==> src/rtl/accs_pkg.sv <==
`timescale 1ns / 1ps

package accs_pkg;

    localparam int RESIDUE_W = 5;
    localparam int PROP_W    = 17;
    localparam int MASK_W    = 32;
    localparam int SYM_W     = 8;
    localparam int POP_W     = 6;
    localparam int CFG_IDX_W = 3;
    localparam int CFG_W     = 57;

    localparam logic [PROP_W-1:0]    SUM_ONE         = 17'h10000;
    localparam logic [CFG_IDX_W-1:0] IDX_DEFAULT_SYM = 3'd7;
    localparam logic [SYM_W-1:0]     DEFAULT_SYM_RST = 8'd32;

    // rule register packing
    localparam int THR_LSB = 32;
    localparam int SYM_LSB = 49;

    typedef struct packed {
        logic                 valid;
        logic [RESIDUE_W-1:0] residue;
        logic [PROP_W-1:0]    prop;
        logic                 last;
    } item_t;

    typedef struct packed {
        logic              valid;
        logic [PROP_W-1:0] sum;
        logic [POP_W-1:0]  pop;
        logic [SYM_W-1:0]  sym;
    } best_t;

    typedef struct packed {
        logic [MASK_W-1:0] mask;
        logic [PROP_W-1:0] thr;
        logic [SYM_W-1:0]  sym;
        logic [POP_W-1:0]  pop;
    } rule_t;

endpackage

==> src/rtl/accs_cell.sv <==
`timescale 1ns / 1ps

// One rule: accumulates its column sum and, when the column end passes,
// folds its own candidate into the running best record.
module accs_cell
(
    input  logic                  clk,
    input  logic                  rst_n,
    input  logic                  advance,
    input  accs_pkg::rule_t       rule,
    input  accs_pkg::item_t       item_in,
    input  accs_pkg::best_t       best_in,
    output accs_pkg::item_t       item_out,
    output accs_pkg::best_t       best_out
);

    logic [accs_pkg::PROP_W-1:0] sum_reg, sum_next;
    logic                        touched_reg, touched_next;
    accs_pkg::item_t             item_reg;
    accs_pkg::best_t             best_reg, best_next;

    logic                          covers;
    logic [accs_pkg::PROP_W:0]     sum_wide;
    logic [accs_pkg::PROP_W-1:0]   sum_final;
    logic                          touched_final;
    logic                          match;
    logic [accs_pkg::PROP_W+accs_pkg::POP_W-1:0] lhs, rhs;
    logic                          better;

    always_comb
    begin
        covers        = item_in.valid && rule.mask[item_in.residue];
        sum_wide      = {1'b0, sum_reg} + {1'b0, item_in.prop};
        sum_final     = sum_reg;
        if (covers)
        begin
            sum_final = (sum_wide > {1'b0, accs_pkg::SUM_ONE}) ? accs_pkg::SUM_ONE
                                                               : sum_wide[accs_pkg::PROP_W-1:0];
        end
        touched_final = touched_reg || covers;
        match         = touched_final && (rule.pop != '0) && (sum_final >= rule.thr);

        // sum/pop compared against best_sum/best_pop without division
        lhs    = sum_final * best_in.pop;
        rhs    = best_in.sum * rule.pop;
        better = match && (!best_in.valid || (lhs > rhs));

        best_next = best_in;
        if (item_in.valid && item_in.last && better)
        begin
            best_next.valid = 1'b1;
            best_next.sum   = sum_final;
            best_next.pop   = rule.pop;
            best_next.sym   = rule.sym;
        end

        sum_next     = sum_final;
        touched_next = touched_final;
        if (item_in.valid && item_in.last)
        begin
            sum_next     = '0;
            touched_next = 1'b0;
        end
    end

    always_ff @(posedge clk or negedge rst_n)
    begin
        if (!rst_n)
        begin
            sum_reg     <= '0;
            touched_reg <= 1'b0;
            item_reg    <= '0;
        end
        else if (advance)
        begin
            sum_reg     <= sum_next;
            touched_reg <= touched_next;
            item_reg    <= item_in;
        end
    end

    always_ff @(posedge clk)
    begin
        if (advance)
        begin
            best_reg <= best_next;
        end
    end

    assign item_out = item_reg;
    assign best_out = best_reg;

endmodule

==> src/rtl/alignment_column_consensus_symbol_core.sv <==
`timescale 1ns / 1ps

// channel  | dir | handshake          | payload
// ---------+-----+--------------------+-----------------------------------------
// s_axis   | in  | s_tvalid/s_tready  | s_tdata: residue, proportion; s_tlast
// m_axis   | out | m_tvalid/m_tready  | m_tdata: symbol; m_tuser: matched
// cfg      | in  | cfg_valid/cfg_ready| cfg_index, cfg_data
//
// One item per cycle while the row is not held. Items walk the row of rule
// cells, one cell register after another, and a column's result is offered on
// m_tvalid from the output register once its last item reaches the end of the row.
// Reset clears all sums, rules to zero and the default symbol to 32.
// The row holds only while a result sits at its end and the output register
// is still occupied and not being taken; otherwise items are taken while a
// result waits.
module alignment_column_consensus_symbol_core
#(
    parameter int NUM_RULES     = 7,
    parameter int ALPHABET_SIZE = 32
)
(
    input  logic                            clk,
    input  logic                            rst_n,
    input  logic                            s_tvalid,
    output logic                            s_tready,
    input  logic [23:0]                     s_tdata,   // residue[4:0], proportion[21:5]
    input  logic                            s_tlast,   // column_end
    output logic                            m_tvalid,
    input  logic                            m_tready,
    output logic [7:0]                      m_tdata,   // symbol[7:0]
    output logic                            m_tuser,   // matched
    input  logic                            cfg_valid,
    output logic                            cfg_ready,
    input  logic [accs_pkg::CFG_IDX_W-1:0]  cfg_index,
    input  logic [accs_pkg::CFG_W-1:0]      cfg_data
);

    localparam logic [accs_pkg::MASK_W-1:0] ALPHA_MASK =
        {accs_pkg::MASK_W{1'b1}} >> (accs_pkg::MASK_W - ALPHABET_SIZE);

    accs_pkg::rule_t                rules_reg [NUM_RULES];
    logic [accs_pkg::SYM_W-1:0]     default_sym_reg;
    accs_pkg::item_t                item_link [NUM_RULES+1];
    accs_pkg::best_t                best_link [NUM_RULES+1];

    logic                           advance;
    logic                           tail_res;
    logic                           out_valid_reg;
    logic [accs_pkg::SYM_W-1:0]     out_sym_reg;
    logic                           out_matched_reg;
    logic [accs_pkg::MASK_W-1:0]    cfg_mask;

    assign cfg_ready = 1'b1;
    assign cfg_mask  = cfg_data[accs_pkg::MASK_W-1:0] & ALPHA_MASK;

    always_ff @(posedge clk or negedge rst_n)
    begin
        if (!rst_n)
        begin
            for (int i = 0; i < NUM_RULES; i++)
            begin
                rules_reg[i] <= '0;
            end
            default_sym_reg <= accs_pkg::DEFAULT_SYM_RST;
        end
        else if (cfg_valid)
        begin
            for (int i = 0; i < NUM_RULES; i++)
            begin
                if (cfg_index == accs_pkg::CFG_IDX_W'(i))
                begin
                    rules_reg[i].mask <= cfg_mask;
                    rules_reg[i].thr  <= cfg_data[accs_pkg::SYM_LSB-1:accs_pkg::THR_LSB];
                    rules_reg[i].sym  <= cfg_data[accs_pkg::CFG_W-1:accs_pkg::SYM_LSB];
                    rules_reg[i].pop  <= accs_pkg::POP_W'($countones(cfg_mask));
                end
            end
            if (cfg_index == accs_pkg::IDX_DEFAULT_SYM)
            begin
                default_sym_reg <= cfg_data[accs_pkg::SYM_W-1:0];
            end
        end
    end

    assign tail_res = item_link[NUM_RULES].valid && item_link[NUM_RULES].last;
    assign advance  = !(tail_res && out_valid_reg && !m_tready);
    assign s_tready = advance;

    assign item_link[0] = '{valid:   s_tvalid && advance,
                            residue: s_tdata[4:0],
                            prop:    s_tdata[21:5],
                            last:    s_tlast};
    assign best_link[0] = '0;

    for (genvar g = 0; g < NUM_RULES; g++)
    begin : g_cell
        accs_cell u_cell
        (
            .clk      (clk),
            .rst_n    (rst_n),
            .advance  (advance),
            .rule     (rules_reg[g]),
            .item_in  (item_link[g]),
            .best_in  (best_link[g]),
            .item_out (item_link[g+1]),
            .best_out (best_link[g+1])
        );
    end

    always_ff @(posedge clk or negedge rst_n)
    begin
        if (!rst_n)
        begin
            out_valid_reg <= 1'b0;
        end
        else if (advance && tail_res)
        begin
            out_valid_reg <= 1'b1;
        end
        else if (m_tready)
        begin
            out_valid_reg <= 1'b0;
        end
    end

    always_ff @(posedge clk)
    begin
        if (advance && tail_res)
        begin
            out_matched_reg <= best_link[NUM_RULES].valid;
            out_sym_reg     <= best_link[NUM_RULES].valid ? best_link[NUM_RULES].sym
                                                          : default_sym_reg;
        end
    end

    assign m_tvalid = out_valid_reg;
    assign m_tdata  = out_sym_reg;
    assign m_tuser  = out_matched_reg;

endmodule

==> config.mk <==
export PLATFORM = sky130hd
export DESIGN_NAME = alignment_column_consensus_symbol_core
export DESIGN_NICKNAME = d
export VERILOG_FILES = /design/src/rtl/accs_pkg.sv /design/src/rtl/accs_cell.sv /design/src/rtl/alignment_column_consensus_symbol_core.sv
export SDC_FILE = /design/constraint.sdc
export NUM_CORES = 2
export LEC_CHECK = 0
export ABC_AREA = 1
export BUFFER_PORTS_ARGS = -buffer_cell sky130_fd_sc_hd__buf_4
export CORE_UTILIZATION = 45
export DETAILED_ROUTE_END_ITERATION = 12
export RECOVER_POWER = 50
export SYNTH_ARGS = -nofsm -noshare
export SYNTH_HDL_FRONTEND = slang
export SYNTH_SLANG_ARGS = --single-unit
==> constraint.sdc <==
create_clock -name clk -period 8.8 [get_ports clk]
set_clock_uncertainty 0.2 [all_clocks]
set_input_delay 0.44 -clock clk [delete_from_list [all_inputs] [get_ports clk]]
set_output_delay 0.44 -clock clk [all_outputs]
set_load 0.02 [all_outputs]
# == Word-level counts from Yosys, hierarchy flattened ==
# Cells that the tools add are included.
# word_totals
reg_bits,932
out_inout_bits,12
word_cells,318
# classes
addsub,38
n_mul,12
n_lt_le_gt_ge,27
eq_ne,7
n_mux,52
n_reduce_logical,84
# ops
operator,n
17-bit 2-to-1 mux,21
17-bit by 6-bit multiplier with 23-bit output,12
31-bit 2-to-1 mux,5
23-bit > comparator,6
17-bit by 17-bit adder with 18-bit output,7
18-bit by 17-bit > comparator with 1-bit output (second input constant),7
17-bit >= comparator,7
1-bit logical AND,46
5-bit by 6-bit < comparator with 1-bit output (second input constant),7
6-bit nonzero test,7
1-bit binary-select mux with 5-bit select,7
1-bit by 1-bit adder with 2-bit output,16
32-bit 2-to-1 mux,1
2-bit by 2-bit adder with 3-bit output,8
3-bit by 3-bit adder with 4-bit output,4
1-bit 2-to-1 mux,16
8-bit 2-to-1 mux,2
2-bit AND reduction,8
1-bit logical OR,13
3-bit == test (second input constant),4
4-bit by 4-bit adder with 5-bit output,2
1-bit logical NOT,8
5-bit by 5-bit adder with 6-bit output,1
3-bit by 2-bit == test with 1-bit output (second input constant),2
3 further kinds,3

# == Depth between registers and ports, before layout ==
# depth
word_depth,11
ltp_mapped,53
ltp_nobuf,51

# == Hierarchy ==
# From an unflattened synthesis, not the netlist that was laid out.
# hier_totals
hier_cells,13222
hier_area_um2,100956.8
# by_module_without_submodules
mod,instances,cells_per_inst,area_each_um2,seq_area_each_um2
accs_cell (g_cell[1].u_cell ...),2,1642,11902.7,2011.9
accs_cell (g_cell[5].u_cell ...),2,1657,11873.9,2011.9
alignment_column_consensus_symbol_core,1,1675,17618.1,11532.3
accs_cell (g_cell[0].u_cell),1,1657,12021.5,2011.9
accs_cell (g_cell[3].u_cell),1,1654,11955.2,2011.9
accs_cell (g_cell[4].u_cell),1,1638,11808.8,2011.9

# == Least setup slack after synthesis ==
# Ideal clock, no wire load.
# synth_path
path_kind,register -> register
from,register out_valid_reg (netlist: m_tvalid)
to,"register g_cell[0].u_cell.best_reg (netlist bit g_cell[0].u_cell.best_out[0]), enable pin"
arrival_time_ps,7038
t_required_ps,7948
slack_ps,910
stages_incl_launch_ff,9
period_less_slack_ps,7890
path_cell_list,dfrtp_1 inv_1 nor2_1 inv_1 nor2_1 inv_1 clkbuf_1 clkbuf_1 clkbuf_1
# synth_via
elab_chain_cells,2
# synth_lines
element,line_no,rtl
start: declaration,alignment_column_consensus_symbol_core.sv:48,logic out_valid_reg;
start signal: assignment,alignment_column_consensus_symbol_core.sv:114,out_valid_reg <= 1'b0;
start signal: assignment,alignment_column_consensus_symbol_core.sv:118,out_valid_reg <= 1'b1;
start signal: assignment,alignment_column_consensus_symbol_core.sv:122,out_valid_reg <= 1'b0;
1-bit logical AND (2 in series),alignment_column_consensus_symbol_core.sv:86,assign advance = !(tail_res && out_valid_reg && !m_tready);
end signal: assignment,accs_cell.sv:86,best_reg <= best_next;
end: declaration,accs_cell.sv:20,"accs_pkg::best_t best_reg, best_next;"
# No other way between the ends.
# A chain may end at the register's enable or synchronous reset.

==> impl_results.md <==
- Crit. End Element: flip-flop
- Site Rows: 164
- Post-DR vias/cell: 5.34
- Global-route wire length before repair: 450 mm
- Core region area: 200000 µm²
- Drt wl/cell: 19.9 µm
- Crit share post-route: 0.942
- CP required: 9160 ps
- Gr usage total: 0.286
- Hold Path Class: in2reg
- Clk_lat worst skew: 800 ps
- CP delay by family, top: adder cells
- FF-to-FF path depth: 42
- Final setup viols: 0
- CTS buffer count: 105
- CP bufs+invs: 5
- Most used DFF post-synth: dfrtp_1
- CTS tree: built
- Critical Path AT: 8650 ps
- GRT overflow: 0
- Static Leak: 0.0510 µW
- DRC: 0
- Synth unique cells: 61
- Synth Cell Area: 90400 µm²
- CP max FO: 26
- Worst-path clk slew: 60 ps
- Clock sink total: 932
- Via count: 77800
- Most frequent cells in the layout: nand2_1 (3442), inv_1 (1822), o21ai_0 (836), fa_1 (762), a21oi_1 (759)
- Total power: 33400 µW
- Post-route ant nets: 0
- Synth area leader: dfrtp_1
- Synth warn: 0
- Vias in the first global route: 77100
- Die area: 203000 µm²
- First DRT Iteration DRCs: 6675
- Violated checks: capacitance limit, slew limit
- I/O Buffers: 98
- Async SR Flop Fraction: 0.775
- Max-cap violations: 19
- Fmax: 121 MHz
- Share of cells above drive strength 1: 0.0631
- Largest net degree at the start of global routing: 177
- Pins Over Slew Limit: 1260
- Worst r2r src: g_cell[1].u_cell.item_out[1]
- Hold wc startpoint: cfg_data[29]
- Dpl cell area: 94200 µm²
- Slowest cell on crit path: fa_1
- Max FFs per register: 441
- Rel. slew slack: -2.80
- Post-detail-place hpwl: 225 mm
- Synth Instances: 11700
- IO Count: 102
- Outcome: complete, but fails checks
- Synth top area cells: dfrtp_1 (20%), fa_1 (17%), nand2_1 (14%), ha_1 (10%), inv_1 (7.6%)
- Max incr delay on CP: 570 ps
- R2R Setup Slk: 510 ps
- Final Worst Setup Slack: 506 ps
- PD cells: 338 nW/µm²
- Worst-Margin Slew: 5710 ps
- RD Place Congestion: 0.950
- Setup WS pre-CTS: 177 ps
- H-tree level count: 3
- EDFF count, synth: 210
- CP Launch Type: flip-flop
- Fin. Hold Viols: 0
- Max clock buf depth: 3
- First-pass DRT Iterations: 6
- Mapped Avg Cell Area: 7.71 µm²
- Mapped Nets: 13300
- Crit Path Category: reg2reg
- Layout area overhead: 9.18%
- Design Area, Final: 98700 µm²
- Root Driver: clkbuf_16
- Fin nets: 13400
- Crit path time final: 8290 ps
- Worst Hold Depth: 3
- Initial antenna violation count: 13
- Drt total wl: 290 mm
- Post-synthesis sequential area ratio: 0.270
- Die Span Y: 450 µm
- Reg-to-Reg End: g_cell[2].u_cell.best_out[21]
- #FFs+latches synth: 932
- Initial Util: 0.453
- Worst IR Drop VDD: 0.000794 V
- Die X: 450 µm
- Commonest non-fill, non-tap cell in the layout: nand2_1
- Synth top area share: 0.200
- Min-Delay Endpoint: rules_reg[375]
==> cells by family after synthesis <==
| family | after synthesis | share of synthesized area |
|---|---|---|
| and+or+nand+nor | 4977 | 0.229 |
| buffers and inverters | 2212 | 0.0959 |
| AOI/OAI and AO/OA | 1854 | 0.109 |
| adders and majority gates | 1518 | 0.274 |
| DFF | 932 | 0.270 |
| xor gates and xnor gates | 235 | 0.0228 |
| other | 1 | 0.0000415 |
==> metal layers <==
layer	global-route usage	vias up	routed length (µm)
li1	-	37200	-
met1	0.375	37700	122000
met2	0.474	2345	135000
met3	0.0339	510	17300
met4	0.126	4	15400
met5	0	-	27
==> how the worst max path moves through the flow <==
| stage | from | endpoint | cells after the start |
|---|---|---|---|
| final | g_cell[1].u_cell.item_out[1] | g_cell[2].u_cell.best_out[21] | 42 |
| after CTS | g_cell[4].u_cell.item_out[1] | g_cell[5].u_cell.best_out[30] | 42 |
| after global routing | g_cell[0].u_cell.item_out[1] | g_cell[1].u_cell.best_out[11] | 47 |
| after global placement | g_cell[1].u_cell.sum_reg[0] | g_cell[1].u_cell.best_out[11] | 46 |
| after detailed placement | g_cell[4].u_cell.item_out[1] | g_cell[5].u_cell.best_out[30] | 42 |
| after floorplan | m_tvalid | g_cell[0].u_cell.best_out[0] | 8 |
==> report_power, final <==
part           switching, µW  internal, µW  leakage [µW]
combinational          13900          7090        0.0378
clock                   1980          2630       0.00177
sequential              1960          5800        0.0115
total                  17800         15500        0.0510
==> worst reg2reg max path, delay by kind of cell (launching register included) <==
kind	cells	cell delay [ps]
AO/OA/AOI/OAI	4	1040
flip-flops	1	390
adder cells (fa/ha/maj)	7	2840
XOR/XNOR	1	140
AND/OR/NAND/NOR	25	2840
buffers and inverters	5	630
==> stage by stage <==
stage                util  hold WS (ps)  std cells  setup TNS, ps
global route        0.494          14.4      14600          -26.5
CTS                 0.493         0.183      14600              0
global placement    0.472           261      14300              0
floorplan               -         -55.6      11700              0
finish              0.494          68.7      14600              0
detailed placement  0.472           268      14300              0
==> what timing repair did <==
item | in CTS | in global routing
hold buffers | 67 | 0
setup endpoints to repair | 0 | 167
buffers inserted | 0 | 8
hold endpoints to repair | 333 | 0
resized for setup | 0 | 72
==> final cells by class <==
| class | instances | area, µm² |
|---|---|---|
| multi-input cells | 8586 | 57600 |
| clock inverters | 49 | 632 |
| inverters | 1871 | 7060 |
| flip-flops and latches | 932 | 24400 |
| diodes | 7 | 17.5 |
| fillers | 19700 | 101000 |
| well taps | 2656 | 3320 |
| repair buffers | 328 | 2660 |
| clock buffers | 150 | 3000 |
==> cells in the mapped netlist (8+ instances only) <==
cell,instances
o21ai_2,14
nand4_1,107
o21bai_1,34
nand2_1,3448
edfxtp_1,210
xnor2_1,92
nor2_1,702
nand2_4,54
o221ai_1,17
nor4_1,19
and2_1,14
dfrtp_1,721
buf_4,22
nand3_2,25
buf_2,47
a21o_1,23
xor2_1,143
fa_1,763
buf_6,18
o211ai_1,35
o21ai_0,847
inv_2,37
a31oi_1,25
nand2_2,113
o21ai_1,10
a21oi_2,8
o22ai_1,14
nand3_1,329
o31ai_1,28
inv_1,1820
a21oi_1,771
nor2_2,26
ha_1,755
buf_1,24
nand3b_1,34
nor3_1,84
clkbuf_1,226
Power figures use the tool's default switching activity.
